===== src/hdl/matrix_keypad_scan_events_core_assert.svh =====
// assertion macros for the keypad scanner core
// no dependencies; included by the top level only
`ifndef MATRIX_KEYPAD_SCAN_EVENTS_CORE_ASSERT_SVH
`define MATRIX_KEYPAD_SCAN_EVENTS_CORE_ASSERT_SVH
`ifndef SYNTH
// property must hold at every edge outside reset
`define MKSE_ASSERT(lbl, clk, rst, prop, msg) \
   lbl: assert property (@(posedge clk) disable iff (rst) (prop)) else $error(msg);
// expression must never be true outside reset
`define MKSE_NEVER(lbl, clk, rst, expr, msg) \
   lbl: assert property (@(posedge clk) disable iff (rst) !(expr)) else $error(msg);
`else
`define MKSE_ASSERT(lbl, clk, rst, prop, msg)
`define MKSE_NEVER(lbl, clk, rst, expr, msg)
`endif
`endif


===== src/hdl/mkse_pkg.sv =====
// shared types, codes and helpers for the keypad scanner core
// no dependencies
package mkse_pkg;

   localparam int KEY_BITS  = 15;
   localparam int POWER_BIT = 14;
   localparam int COL_BITS  = 6;
   localparam int IDX_BITS  = 4;

   localparam logic [15:0] POWEROFF_RESET = 16'd100;
   localparam logic [7:0]  WAKEUP_RESET   = 8'd10;
   localparam logic [7:0]  WAKE_MAX       = 8'hFF;

   // row drive per scan phase
   localparam logic [2:0] ROW_LVL_IDLE = 3'b111;
   localparam logic [2:0] ROW_EN_IDLE  = 3'b000;
   localparam logic [2:0] ROW_LVL_P0   = 3'b110;
   localparam logic [2:0] ROW_EN_P0    = 3'b001;
   localparam logic [2:0] ROW_LVL_P1   = 3'b101;
   localparam logic [2:0] ROW_EN_P1    = 3'b010;
   localparam logic [2:0] ROW_LVL_P2   = 3'b011;
   localparam logic [2:0] ROW_EN_P2    = 3'b100;

   typedef enum logic [2:0] {
      EV_NONE       = 3'd0,
      EV_PRESS      = 3'd1,
      EV_RELEASE    = 3'd2,
      EV_HOLD_ON    = 3'd3,
      EV_HOLD_OFF   = 3'd4,
      EV_ROTATE_ON  = 3'd5,
      EV_ROTATE_OFF = 3'd6,
      EV_POWER_OFF  = 3'd7
   } event_kind_type;

   typedef enum logic [1:0] {
      REG_HOLD_MODE      = 2'd0,
      REG_VOLUME_LOCK    = 2'd1,
      REG_POWEROFF_TICKS = 2'd2,
      REG_WAKEUP_TICKS   = 2'd3
   } csr_index_type;

   typedef enum logic [1:0] {
      PHASE_ROW0_DRIVE = 2'd0,
      PHASE_ROW0_LATCH = 2'd1,
      PHASE_ROW1_LATCH = 2'd2,
      PHASE_ROW2_LATCH = 2'd3
   } scan_phase_type;

   typedef enum logic [1:0] {
      ST_IDLE = 2'b01,
      ST_EMIT = 2'b10
   } ctrl_state_type;

   typedef struct packed {
      logic load;   // take the item on the input and run the tick update
      logic emit;   // move the next pending event into the output register
   } mkse_cmd_type;

   typedef struct packed {
      logic pending;    // at least one event of the tick still to go
      logic slot_free;  // output register free this cycle
      logic last;       // the event selected now is the final one of the tick
   } mkse_status_type;

   // index of the lowest set bit, zero when none is set
   function automatic logic [IDX_BITS-1:0] low_index(input logic [KEY_BITS-1:0] v);
      logic [IDX_BITS-1:0] idx;
      idx = '0;
      for (int i = KEY_BITS - 1; i >= 0; i--) begin
         if (v[i]) begin
            idx = IDX_BITS'(i);
         end
      end
      return idx;
   endfunction

endpackage


===== src/hdl/mkse_ctrl.sv =====
// controller: item acceptance and event emission sequencing
// depends on mkse_pkg
module mkse_ctrl
   import mkse_pkg::*;
(
   input  logic            clock,
   input  logic            reset,
   input  logic            in_valid,
   output logic            in_ready,
   input  mkse_status_type status,
   output mkse_cmd_type    cmd
);

   ctrl_state_type state_ff, state_in;

   always_comb begin
      state_in = state_ff;
      in_ready = 1'b0;
      cmd      = '0;
      unique case (state_ff)
         ST_IDLE: begin
            in_ready = 1'b1;
            if (in_valid) begin
               cmd.load = 1'b1;
               state_in = ST_EMIT;
            end
         end
         ST_EMIT: begin
            if (status.pending && status.slot_free) begin
               cmd.emit = 1'b1;
               if (status.last) begin
                  state_in = ST_IDLE;
               end
            end
         end
         default: state_in = ST_IDLE;
      endcase
   end

   always_ff @(posedge clock) begin
      if (reset) begin
         state_ff <= ST_IDLE;
      end else begin
         state_ff <= state_in;
      end
   end

endmodule


===== src/hdl/mkse_dpath.sv =====
// datapath: scan state, key word evaluation, event queue and output register
// depends on mkse_pkg
module mkse_dpath
   import mkse_pkg::*;
(
   input  logic            clock,
   input  logic            reset,
   input  logic            csr_we,
   input  logic [1:0]      csr_index,
   input  logic [15:0]     csr_wdata,
   input  logic [7:0]      in_data,
   input  mkse_cmd_type    cmd,
   output mkse_status_type status,
   input  logic            out_ready,
   output logic            out_valid,
   output logic [2:0]      out_row_levels,
   output logic [2:0]      out_row_enable,
   output logic [2:0]      out_kind,
   output logic [3:0]      out_key_index,
   output logic [1:0]      out_leds,
   output logic            out_power,
   output logic            out_last
);

   // configuration
   logic                hold_mode_ff, volume_lock_ff;
   logic [15:0]         poweroff_ticks_ff;
   logic [7:0]          wakeup_ticks_ff;

   // scanner state
   logic [1:0]          scan_phase_ff, scan_phase_in;
   logic [COL_BITS-1:0] row0_ff, row0_in, row1_ff, row1_in, row2_ff, row2_in;
   logic [KEY_BITS-1:0] prev_keys_ff, prev_keys_in;
   logic                slide_ff, slide_in;
   logic [7:0]          wake_count_ff, wake_count_in;
   logic [15:0]         countdown_ff, countdown_in;
   logic                armed_ff, armed_in;
   logic                power_ff, power_in;
   logic [1:0]          led_ff, led_in;
   logic [2:0]          row_lvl_ff, row_lvl_in, row_en_ff, row_en_in;

   // events of the current tick
   logic                pend_off_ff, pend_off_in;
   logic                pend_rot_ff, pend_rot_in;
   logic                pend_none_ff, pend_none_in;
   logic [KEY_BITS-1:0] press_ff, press_in, release_ff, release_in;

   // output register
   logic                out_valid_ff, out_valid_in;
   logic [2:0]          o_kind_ff, o_kind_in;
   logic [3:0]          o_idx_ff, o_idx_in;
   logic [1:0]          o_led_ff;
   logic                o_power_ff, o_last_ff;
   logic [2:0]          o_lvl_ff, o_en_ff;

   // tick update terms
   logic [COL_BITS-1:0] cols, latched;
   logic                power_pin, slide_pin;
   logic                expire, scanning, evaluate, rot_on, rot_off;
   logic [KEY_BITS-1:0] cur, press, rel;

   // emission terms
   logic [IDX_BITS-1:0] p_idx, r_idx, sel_idx;
   logic [KEY_BITS-1:0] p_rest, r_rest;
   logic [1:0]          led_new;
   logic                rest_any;

   assign cols      = in_data[5:0];
   assign power_pin = in_data[6];
   assign slide_pin = in_data[7];
   assign latched   = ~cols;

   assign expire   = armed_ff && (countdown_ff <= 16'd1);
   assign scanning = wake_count_ff > wakeup_ticks_ff;
   assign evaluate = scanning && (scan_phase_ff == PHASE_ROW0_DRIVE);
   assign rot_on   = evaluate && slide_pin && !slide_ff;
   assign rot_off  = evaluate && !slide_pin && slide_ff;

   always_comb begin
      cur = {!power_pin, row2_ff[5:2], row1_ff[5:2], row0_ff};
      if (!slide_pin || volume_lock_ff) begin
         cur[1:0] = 2'b00;
      end
      press = evaluate ? (cur & ~prev_keys_ff) : '0;
      rel   = evaluate ? (prev_keys_ff & ~cur) : '0;
   end

   // event selection: power off, then rotate, then presses, then releases
   assign p_idx  = low_index(press_ff);
   assign r_idx  = low_index(release_ff);
   assign p_rest = press_ff & (press_ff - KEY_BITS'(1));
   assign r_rest = release_ff & (release_ff - KEY_BITS'(1));

   always_comb begin
      o_kind_in = EV_NONE;
      sel_idx   = '0;
      led_new   = led_ff;
      rest_any  = 1'b0;
      priority if (pend_off_ff) begin
         o_kind_in = EV_POWER_OFF;
         rest_any  = pend_rot_ff || (|press_ff) || (|release_ff);
      end else if (pend_rot_ff) begin
         if (slide_ff) begin
            o_kind_in = EV_ROTATE_ON;
         end else begin
            o_kind_in = EV_ROTATE_OFF;
            led_new   = 2'b00;
         end
         rest_any = (|press_ff) || (|release_ff);
      end else if (|press_ff) begin
         sel_idx = p_idx;
         if (hold_mode_ff && p_idx != IDX_BITS'(POWER_BIT)) begin
            o_kind_in = EV_HOLD_ON;
         end else begin
            o_kind_in = EV_PRESS;
            if (!hold_mode_ff && slide_ff && p_idx < IDX_BITS'(2)) begin
               led_new[p_idx[0]] = 1'b1;
            end
         end
         rest_any = (|p_rest) || (|release_ff);
      end else if (|release_ff) begin
         sel_idx = r_idx;
         if (hold_mode_ff && r_idx != IDX_BITS'(POWER_BIT)) begin
            o_kind_in = EV_HOLD_OFF;
         end else begin
            o_kind_in = EV_RELEASE;
            if (!hold_mode_ff && slide_ff && r_idx < IDX_BITS'(2)) begin
               led_new[r_idx[0]] = 1'b0;
            end
         end
         rest_any = |r_rest;
      end
      o_idx_in = sel_idx;
   end

   assign status.pending   = pend_off_ff || pend_rot_ff || pend_none_ff ||
                             (|press_ff) || (|release_ff);
   assign status.slot_free = !out_valid_ff || out_ready;
   assign status.last      = !rest_any;

   // next state
   always_comb begin
      scan_phase_in = scan_phase_ff;
      row0_in       = row0_ff;
      row1_in       = row1_ff;
      row2_in       = row2_ff;
      prev_keys_in  = prev_keys_ff;
      slide_in      = slide_ff;
      wake_count_in = wake_count_ff;
      countdown_in  = countdown_ff;
      armed_in      = armed_ff;
      power_in      = power_ff;
      led_in        = led_ff;
      row_lvl_in    = row_lvl_ff;
      row_en_in     = row_en_ff;
      pend_off_in   = pend_off_ff;
      pend_rot_in   = pend_rot_ff;
      pend_none_in  = pend_none_ff;
      press_in      = press_ff;
      release_in    = release_ff;
      out_valid_in  = out_valid_ff && !out_ready;

      if (cmd.load) begin
         // countdown runs before the scan
         if (armed_ff) begin
            if (expire) begin
               countdown_in = '0;
               armed_in     = 1'b0;
               power_in     = 1'b0;
            end else begin
               countdown_in = countdown_ff - 16'd1;
            end
         end
         if (scanning) begin
            unique case (scan_phase_ff)
               PHASE_ROW0_DRIVE: begin
                  row_lvl_in = ROW_LVL_P0;
                  row_en_in  = ROW_EN_P0;
               end
               PHASE_ROW0_LATCH: begin
                  row0_in    = latched;
                  row_lvl_in = ROW_LVL_P1;
                  row_en_in  = ROW_EN_P1;
               end
               PHASE_ROW1_LATCH: begin
                  row1_in    = latched;
                  row_lvl_in = ROW_LVL_P2;
                  row_en_in  = ROW_EN_P2;
               end
               default: begin
                  row2_in    = latched;
                  row_lvl_in = ROW_LVL_IDLE;
                  row_en_in  = ROW_EN_IDLE;
               end
            endcase
            scan_phase_in = scan_phase_ff + 2'd1;
         end else if (wake_count_ff != WAKE_MAX) begin
            wake_count_in = wake_count_ff + 8'd1;
         end
         if (evaluate) begin
            slide_in     = slide_pin;
            prev_keys_in = cur;
            if (press[POWER_BIT]) begin
               countdown_in = poweroff_ticks_ff;
               armed_in     = 1'b1;
            end
            if (rel[POWER_BIT]) begin
               countdown_in = '0;
               armed_in     = 1'b0;
            end
         end
         pend_off_in  = expire;
         pend_rot_in  = rot_on || rot_off;
         press_in     = press;
         release_in   = rel;
         pend_none_in = !(expire || rot_on || rot_off || (|press) || (|rel));
      end

      if (cmd.emit) begin
         out_valid_in = 1'b1;
         led_in       = led_new;
         pend_none_in = 1'b0;
         priority if (pend_off_ff) begin
            pend_off_in = 1'b0;
         end else if (pend_rot_ff) begin
            pend_rot_in = 1'b0;
         end else if (|press_ff) begin
            press_in = p_rest;
         end else begin
            release_in = r_rest;
         end
      end
   end

   always_ff @(posedge clock) begin
      if (reset) begin
         hold_mode_ff      <= 1'b0;
         volume_lock_ff    <= 1'b0;
         poweroff_ticks_ff <= POWEROFF_RESET;
         wakeup_ticks_ff   <= WAKEUP_RESET;
      end else if (csr_we) begin
         unique case (csr_index_type'(csr_index))
            REG_HOLD_MODE:      hold_mode_ff      <= csr_wdata[0];
            REG_VOLUME_LOCK:    volume_lock_ff    <= csr_wdata[0];
            REG_POWEROFF_TICKS: poweroff_ticks_ff <= csr_wdata;
            default:            wakeup_ticks_ff   <= csr_wdata[7:0];
         endcase
      end
   end

   always_ff @(posedge clock) begin
      if (reset) begin
         scan_phase_ff <= PHASE_ROW0_DRIVE;
         row0_ff       <= '0;
         row1_ff       <= '0;
         row2_ff       <= '0;
         prev_keys_ff  <= '0;
         slide_ff      <= 1'b0;
         wake_count_ff <= '0;
         countdown_ff  <= '0;
         armed_ff      <= 1'b0;
         power_ff      <= 1'b1;
         led_ff        <= '0;
         row_lvl_ff    <= ROW_LVL_IDLE;
         row_en_ff     <= ROW_EN_IDLE;
         pend_off_ff   <= 1'b0;
         pend_rot_ff   <= 1'b0;
         pend_none_ff  <= 1'b0;
         press_ff      <= '0;
         release_ff    <= '0;
         out_valid_ff  <= 1'b0;
      end else begin
         scan_phase_ff <= scan_phase_in;
         row0_ff       <= row0_in;
         row1_ff       <= row1_in;
         row2_ff       <= row2_in;
         prev_keys_ff  <= prev_keys_in;
         slide_ff      <= slide_in;
         wake_count_ff <= wake_count_in;
         countdown_ff  <= countdown_in;
         armed_ff      <= armed_in;
         power_ff      <= power_in;
         led_ff        <= led_in;
         row_lvl_ff    <= row_lvl_in;
         row_en_ff     <= row_en_in;
         pend_off_ff   <= pend_off_in;
         pend_rot_ff   <= pend_rot_in;
         pend_none_ff  <= pend_none_in;
         press_ff      <= press_in;
         release_ff    <= release_in;
         out_valid_ff  <= out_valid_in;
      end
   end

   // result payload, loaded on emit only
   always_ff @(posedge clock) begin
      if (cmd.emit) begin
         o_kind_ff  <= o_kind_in;
         o_idx_ff   <= o_idx_in;
         o_led_ff   <= led_new;
         o_power_ff <= power_ff;
         o_last_ff  <= !rest_any;
         o_lvl_ff   <= row_lvl_ff;
         o_en_ff    <= row_en_ff;
      end
   end

   assign out_valid      = out_valid_ff;
   assign out_row_levels = o_lvl_ff;
   assign out_row_enable = o_en_ff;
   assign out_kind       = o_kind_ff;
   assign out_key_index  = o_idx_ff;
   assign out_leds       = o_led_ff;
   assign out_power      = o_power_ff;
   assign out_last       = o_last_ff;

endmodule


===== src/hdl/matrix_keypad_scan_events_core.sv =====
// Keypad scanner core. One input item is one scan tick carrying the column
// pins, the power pin and the slide pin; it yields between one and seventeen
// result items, the final one marked by rsp_tlast. An item is taken while the
// controller is idle, and its results then leave one a cycle through the
// output register while the consumer keeps rsp_tready high; the event
// emitter hands out one event per cycle whenever the output register is free.
// req_tready is high only between ticks, while the previous tick's final
// result may still sit in the output register. Configuration is to be
// written through csr_* between ticks only; the block does not enforce this.
// Depends on mkse_pkg, mkse_ctrl, mkse_dpath and the assertion header.
`include "matrix_keypad_scan_events_core_assert.svh"

module matrix_keypad_scan_events_core
   import mkse_pkg::*;
(
   input  logic        clock,
   input  logic        reset,
   // configuration writes
   input  logic        csr_we,
   input  logic [1:0]  csr_index,
   input  logic [15:0] csr_wdata,
   // scan tick items
   input  logic        req_tvalid,
   output logic        req_tready,
   input  logic [7:0]  req_tdata,   // column_pins[5:0], power_pin[6], slide_pin[7]
   // event items
   output logic        rsp_tvalid,
   input  logic        rsp_tready,
   output logic [15:0] rsp_tdata,   // row_levels[2:0], row_drive_enable[5:3],
                                    // key_index[9:6], led_zero[10], led_one[11],
                                    // power_on[12], zero[15:13]
   output logic [2:0]  rsp_tuser,   // event_kind[2:0]
   output logic        rsp_tlast    // final event of the tick
);

   mkse_cmd_type    cmd;
   mkse_status_type status;

   logic [2:0] row_levels, row_enable, kind;
   logic [3:0] key_index;
   logic [1:0] leds;
   logic       power_on, last;

   // sequencing: idle until a tick arrives, then emit its events
   mkse_ctrl u_ctrl (
      .clock    (clock),
      .reset    (reset),
      .in_valid (req_tvalid),
      .in_ready (req_tready),
      .status   (status),
      .cmd      (cmd)
   );

   // scan state, key word compare, pending events and output register
   mkse_dpath u_dpath (
      .clock          (clock),
      .reset          (reset),
      .csr_we         (csr_we),
      .csr_index      (csr_index),
      .csr_wdata      (csr_wdata),
      .in_data        (req_tdata),
      .cmd            (cmd),
      .status         (status),
      .out_ready      (rsp_tready),
      .out_valid      (rsp_tvalid),
      .out_row_levels (row_levels),
      .out_row_enable (row_enable),
      .out_kind       (kind),
      .out_key_index  (key_index),
      .out_leds       (leds),
      .out_power      (power_on),
      .out_last       (last)
   );

   // pack the result fields, lowest field in the lowest bits
   assign rsp_tdata = {3'b000, power_on, leds[1], leds[0], key_index, row_enable, row_levels};
   assign rsp_tuser = kind;
   assign rsp_tlast = last;

   // a new tick is only taken once every event of the last one has moved into the output register
   `MKSE_ASSERT(a_ready_when_drained, clock, reset, req_tready |-> !status.pending,
      "tick accepted with events still pending")
   // an item with no event is always the only, hence final, item of its tick
   `MKSE_ASSERT(a_none_is_last, clock, reset,
      (rsp_tvalid && rsp_tuser == EV_NONE) |-> rsp_tlast,
      "empty tick result not marked last")
   // power control never comes back once dropped
   `MKSE_ASSERT(a_power_stays_off, clock, reset,
      (rsp_tvalid && !rsp_tdata[12]) |=> !(rsp_tvalid && rsp_tdata[12]),
      "power_on raised again after power off")
   // emission only happens while the controller is working on a tick
   `MKSE_NEVER(a_no_emit_when_idle, clock, reset, cmd.emit && req_tready,
      "event emitted while idle")

endmodule


===== config.mk =====
export PLATFORM = sky130hd
export DESIGN_NAME = matrix_keypad_scan_events_core
export DESIGN_NICKNAME = d
export VERILOG_FILES = /design/src/hdl/mkse_pkg.sv /design/src/hdl/mkse_ctrl.sv /design/src/hdl/mkse_dpath.sv /design/src/hdl/matrix_keypad_scan_events_core.sv
export VERILOG_INCLUDE_DIRS = /design/src /design/src/hdl
export SDC_FILE = /design/constraint.sdc
export NUM_CORES = 1
export LEC_CHECK = 0
export ABC_AREA = 1
export BUFFER_PORTS_ARGS = -buffer_cell sky130_fd_sc_hd__buf_2
export CORE_MARGIN = 10
export CORE_UTILIZATION = 50
export DETAILED_ROUTE_END_ITERATION = 10
export PLACE_DENSITY = 0.72
export SYNTH_ARGS = -nofsm -noshare
export SYNTH_HDL_FRONTEND = slang
export SYNTH_SLANG_ARGS = --single-unit
export TNS_END_PERCENT = 50

===== constraint.sdc =====
create_clock -name clock -period 3.9 [get_ports clock]
set_input_delay 0.585 -clock clock [delete_from_list [all_inputs] [get_ports clock]]
set_output_delay 0.585 -clock clock [all_outputs]
set_load 0.03 [all_outputs]

==> impl.org <==
** Outcome
- Status :: complete, no violations

** CTS
- # Post-CTS Setup Buffers :: 0
- Total clock buffers created by CTS :: 17
- After clock tree synthesis, the flow added hold-fix buffers numbering 0.
- CTS clock-pin slew for the worst setup and hold paths :: 0.06 ns
- Number of buffers on the longest clock path :: 2
- Post-CTS sizing :: 0
- TritonCTS built the clock tree.
- Sink count of the clock tree :: 145
- CTS placed an instance of sky130_fd_sc_hd__clkbuf_16 at the clock tree root.
- The H-tree was split into 4 levels.
- Worst-Skew Late Latency :: approximately 0.43 ns

** Yosys
- Synth Flop Type :: sky130_fd_sc_hd__dfxtp_1
- The Yosys step of the flow raised 0 warnings.
- Cell types with the largest area share after synthesis :: sky130_fd_sc_hd__dfxtp_1, sky130_fd_sc_hd__nand2_1, sky130_fd_sc_hd__o21ai_0, sky130_fd_sc_hd__edfxtp_1, sky130_fd_sc_hd__a21oi_1
- Top cell types by occurrence after synthesis :: sky130_fd_sc_hd__nand2_1, sky130_fd_sc_hd__dfxtp_1, sky130_fd_sc_hd__inv_1
- Share of Yosys cell area claimed by the top area cell type :: 0.341
- sky130_fd_sc_hd__dfxtp_1 takes more of the synthesized area than any other cell.
- A synthesized cell averages 7.12 sq um.
- Fraction of the yosys area taken by sequential cells :: 0.409
- Synthesis inferred 145 register bits.
- In the post-synthesis netlist, the cell with the most instances is sky130_fd_sc_hd__nand2_1.
- Number of synthesized flops with an enable pin :: 17
- The synthesized netlist occupies a cell area of ~7500 sq um.
- Fraction of registers with async set or reset after synthesis :: 0
- Synthesis produced a netlist whose cell count is 1,054.
- Synthesis instantiated between 50 and 60 different standard cells from the library.

** STA
- Timing would allow up to 377 MHz.
- Hold timing on the final database bottoms out at a slack of 0.368 ns.
- Setup violations remaining at the end of the flow were counted as 0.
- Fraction of the cycle the final worst path needs :: 0.680
- For the pin with the worst max-slew slack, the measured transition is 0.921 ns.
- The final number of hold-violating endpoints is 0.
- Max-slew headroom at the worst pin :: 0.385
- Setup repair after global routing left no endpoint under its margin.
- Sum of negative setup slack :: 0 ns
- Final period demand of the worst path :: 2.65 ns
- Between clock sinks in the finished design, the worst skew comes to 0.00929 ns.
- The final count of pins violating max slew was 0.

** Routing
- Total number of vias :: 6,896
- Dividing the detail-routed wire length by the instance count gives ~14 um.
- Post-Route WL :: 18,500 um
- The count of nets left with antenna violations once routing finished came out at 0.
- In the routed layout, each cell is associated on average with a via count of approximately 5.3.
- The first detailed-routing pass took 5 iterations.
- Starting DRC count in detailed routing :: 493
- For this run, design rule violations remaining after detail routing come to 0.

** Run
- Number of max-capacitance violations reported :: 0

** Layout
- Across the whole layout, storage elements account for 3070 sq um.
- The multi-input combinational cells in the finished layout cover a total of 3740 sq um.
- Counting the fill cells in the layout gives approximately 1,400.
- The repair_antennas step left the layout with diodes totalling 0.
- Area overhead of the layout relative to synthesis :: 12.3%
- Final instance area :: between 8000 and 9000 sq um
- Share of final-layout standard cells stronger than drive strength 1 :: 0.108
- For this run, the post-layout net count is 1,142.

** Power and ir drop
- Dividing total power by cell area gives a power density of about 410 nW/um^2.
- Leakage Power :: 3.60 nW
- Maximum VDD drop :: 0.284 mV

** Floorplan
- In this run the count of I/O pins placed on the die edge is 53.
- From bottom edge to top edge, the die measures approximately 140 um.
- DIE WIDTH :: about 140 um
- Row count :: 44
- Starting density of the core :: 0.513
- The floorplan step defined a die boundary enclosing 20,300 sq um.
- Area of the core :: 14,600 sq um

** Worst setup path
- Critical path buffer and inverter count :: 3
- Max incr delay on CP :: 0.44 ns
- At the worst endpoint, the arrival time is 2.94 ns.
- STA puts the critical path data required time at 4.19 ns.
- Along the worst path, the maximum fanout reaches 23.
- Counting cells, the worst reg-to-reg path comes to 13.
- FF-to-FF Start :: u_dpath.wake_count_ff[6]
- Kind of end point of the critical path :: register
- Slowest cell on crit path :: sky130_fd_sc_hd__nand3_1
- STA classifies the critical path startpoint as a register.
- RR Endpoint :: u_dpath.countdown_ff[13]
- For flop-to-flop paths, the worst setup slack is 1.25 ns.
- In this design, the largest share of critical-path delay is due to simple AND/OR/NAND/NOR gates.
- Crit Path Category :: register to register
- Cell-by-cell trace of the critical path :: ha_1 -> nand2_1 -> nor2_1 -> nand2_1 -> nand3_1 -> nand3_1 -> inv_1 -> buf_4 -> nand3_1 -> nand2_1 -> inv_1 -> o211ai_1 -> a21oi_1

** GRT
- For this run, the total global-route usage over all layers was measured as 0.184.
- Pin count of the biggest net entering global routing :: 49
- The via count of the first global-routing pass came to 6,446.
- Wire length of the first global-routing pass :: a little over 30,000 um
- The number of antenna violations at the first check in global routing was 0.
- Global routing finished with a remaining overflow of 0.

** Min path
- The worst hold path was traced through 3 stages.
- The tightest min-delay check is of the input pin to register type.
- Endpoint of the worst hold path :: u_dpath.poweroff_ticks_ff[11]
- Worst Hold Launch :: csr_wdata[11]

** Placement
- HPWL Detailed :: 13,400 um
- Number of port buffers :: 49
- Routability-driven placement finished with a final weighted congestion of 0.942.
- In this run the cell area measured after placement is between 7000 and 8000 sq um.
sequential cells by signal (all words and copies together), names as in the netlist, 2 cells and up:
name	count
u_dpath.poweroff_ticks_ff	16
u_dpath.row2_ff	4
u_ctrl.state_ff	2
u_dpath.wake_count_ff	8
u_dpath.row_en_ff	3
u_dpath.out_row_enable	3
u_dpath.led_ff	2
u_dpath.press_ff	15
u_dpath.prev_keys_ff	15
u_dpath.release_ff	15
u_dpath.out_kind	3
u_dpath.out_key_index	4
u_dpath.wakeup_ticks_ff	8
u_dpath.scan_phase_ff	2
u_dpath.out_row_levels	3
u_dpath.row0_ff	6
u_dpath.countdown_ff	16
u_dpath.row_lvl_ff	3
u_dpath.out_leds	2
u_dpath.row1_ff	4
final cells by class:
type | count | share of cell area
inverter | 129 | 0.0580
timing repair buffer | 59 | 0.0380
clock buffer | 19 | 0.0537
tap | 184 | 0.0273
sequential | 145 | 0.364
clock inverter | 13 | 0.0144
multi-input combinational | 741 | 0.444
worst max-delay path by stage:
stage	from	end	slack (ns)	cells past startpoint
after detailed placement	u_dpath.wake_count_ff[6]	u_dpath.countdown_ff[13]	1.26	13
after floorplan	u_dpath.wakeup_ticks_ff[3]	u_dpath.prev_keys_ff[12]	1.97	13
after global placement	u_dpath.wakeup_ticks_ff[7]	u_dpath.countdown_ff[13]	1.34	14
after CTS	u_dpath.wake_count_ff[6]	u_dpath.countdown_ff[13]	1.23	13
after global routing	u_dpath.wakeup_ticks_ff[7]	u_dpath.countdown_ff[13]	0.80	14
final	u_dpath.wake_count_ff[6]	u_dpath.countdown_ff[13]	1.25	13
stage by stage:
step | std cells | util | power [mW] | setup WS (ns)
2_1_floorplan | 1056 | - | 1.80 | 1.97
3_3_place_gp | 1258 | 0.537 | 1.88 | 1.34
3_5_place_dp | 1258 | 0.537 | 1.88 | 1.26
4_1_cts | 1290 | 0.576 | 3.45 | 1.23
5_1_grt | 1290 | 0.576 | 3.55 | 0.802
6_report | 1290 | 0.576 | 3.44 | 1.25
report_power, final:
part / total [mW] / internal [mW] / switching (mW)
sequential: 1.56 / 1.54 / 0.0231
combinational: 0.285 / 0.0911 / 0.194
clock: 1.59 / 0.918 / 0.673
total: 3.44 / 2.55 / 0.891
layout by cell type, fill, tap and decap left out, types with 10 or more instances in the layout:
cell type	instances
sky130_fd_sc_hd__nand2_1	213
sky130_fd_sc_hd__nor3_1	13
sky130_fd_sc_hd__inv_1	125
sky130_fd_sc_hd__clkbuf_16	17
sky130_fd_sc_hd__o21ai_0	105
sky130_fd_sc_hd__o22ai_1	15
sky130_fd_sc_hd__ha_1	18
sky130_fd_sc_hd__dfxtp_1	128
sky130_fd_sc_hd__o211ai_1	17
sky130_fd_sc_hd__edfxtp_1	17
sky130_fd_sc_hd__nor2_1	117
sky130_fd_sc_hd__buf_4	10
sky130_fd_sc_hd__o21ai_1	12
sky130_fd_sc_hd__buf_2	49
sky130_fd_sc_hd__a21oi_1	99
sky130_fd_sc_hd__nand3_1	56
cell families after synthesis:
family	Yosys count	synth area share
compound gates	274	0.202
xor+xnor	9	0.0105
fa+ha+maj	18	0.0300
buf+inv	170	0.0930
flops	145	0.409
other cells	1	0.000499
simple gates	437	0.254
worst register-to-register path: stages, from the launching register on:
cell,delay [ns]
sky130_fd_sc_hd__dfxtp_1,0.36
sky130_fd_sc_hd__ha_1,0.30
sky130_fd_sc_hd__nand2_1,0.07
sky130_fd_sc_hd__nor2_1,0.17
sky130_fd_sc_hd__nand2_1,0.07
sky130_fd_sc_hd__nand3_1,0.09
sky130_fd_sc_hd__nand3_1,0.17
sky130_fd_sc_hd__inv_1,0.09
sky130_fd_sc_hd__buf_4,0.23
sky130_fd_sc_hd__nand3_1,0.44
sky130_fd_sc_hd__nand2_1,0.21
sky130_fd_sc_hd__inv_1,0.12
sky130_fd_sc_hd__o211ai_1,0.11
sky130_fd_sc_hd__a21oi_1,0.08
routing by layer:
metal  wire, um  track usage
met1       8790        0.234
met2       8290        0.290
met3        852       0.0454
met4        561       0.0809
met5          0            0
No activity file was read; power rests on OpenSTA's default activity.
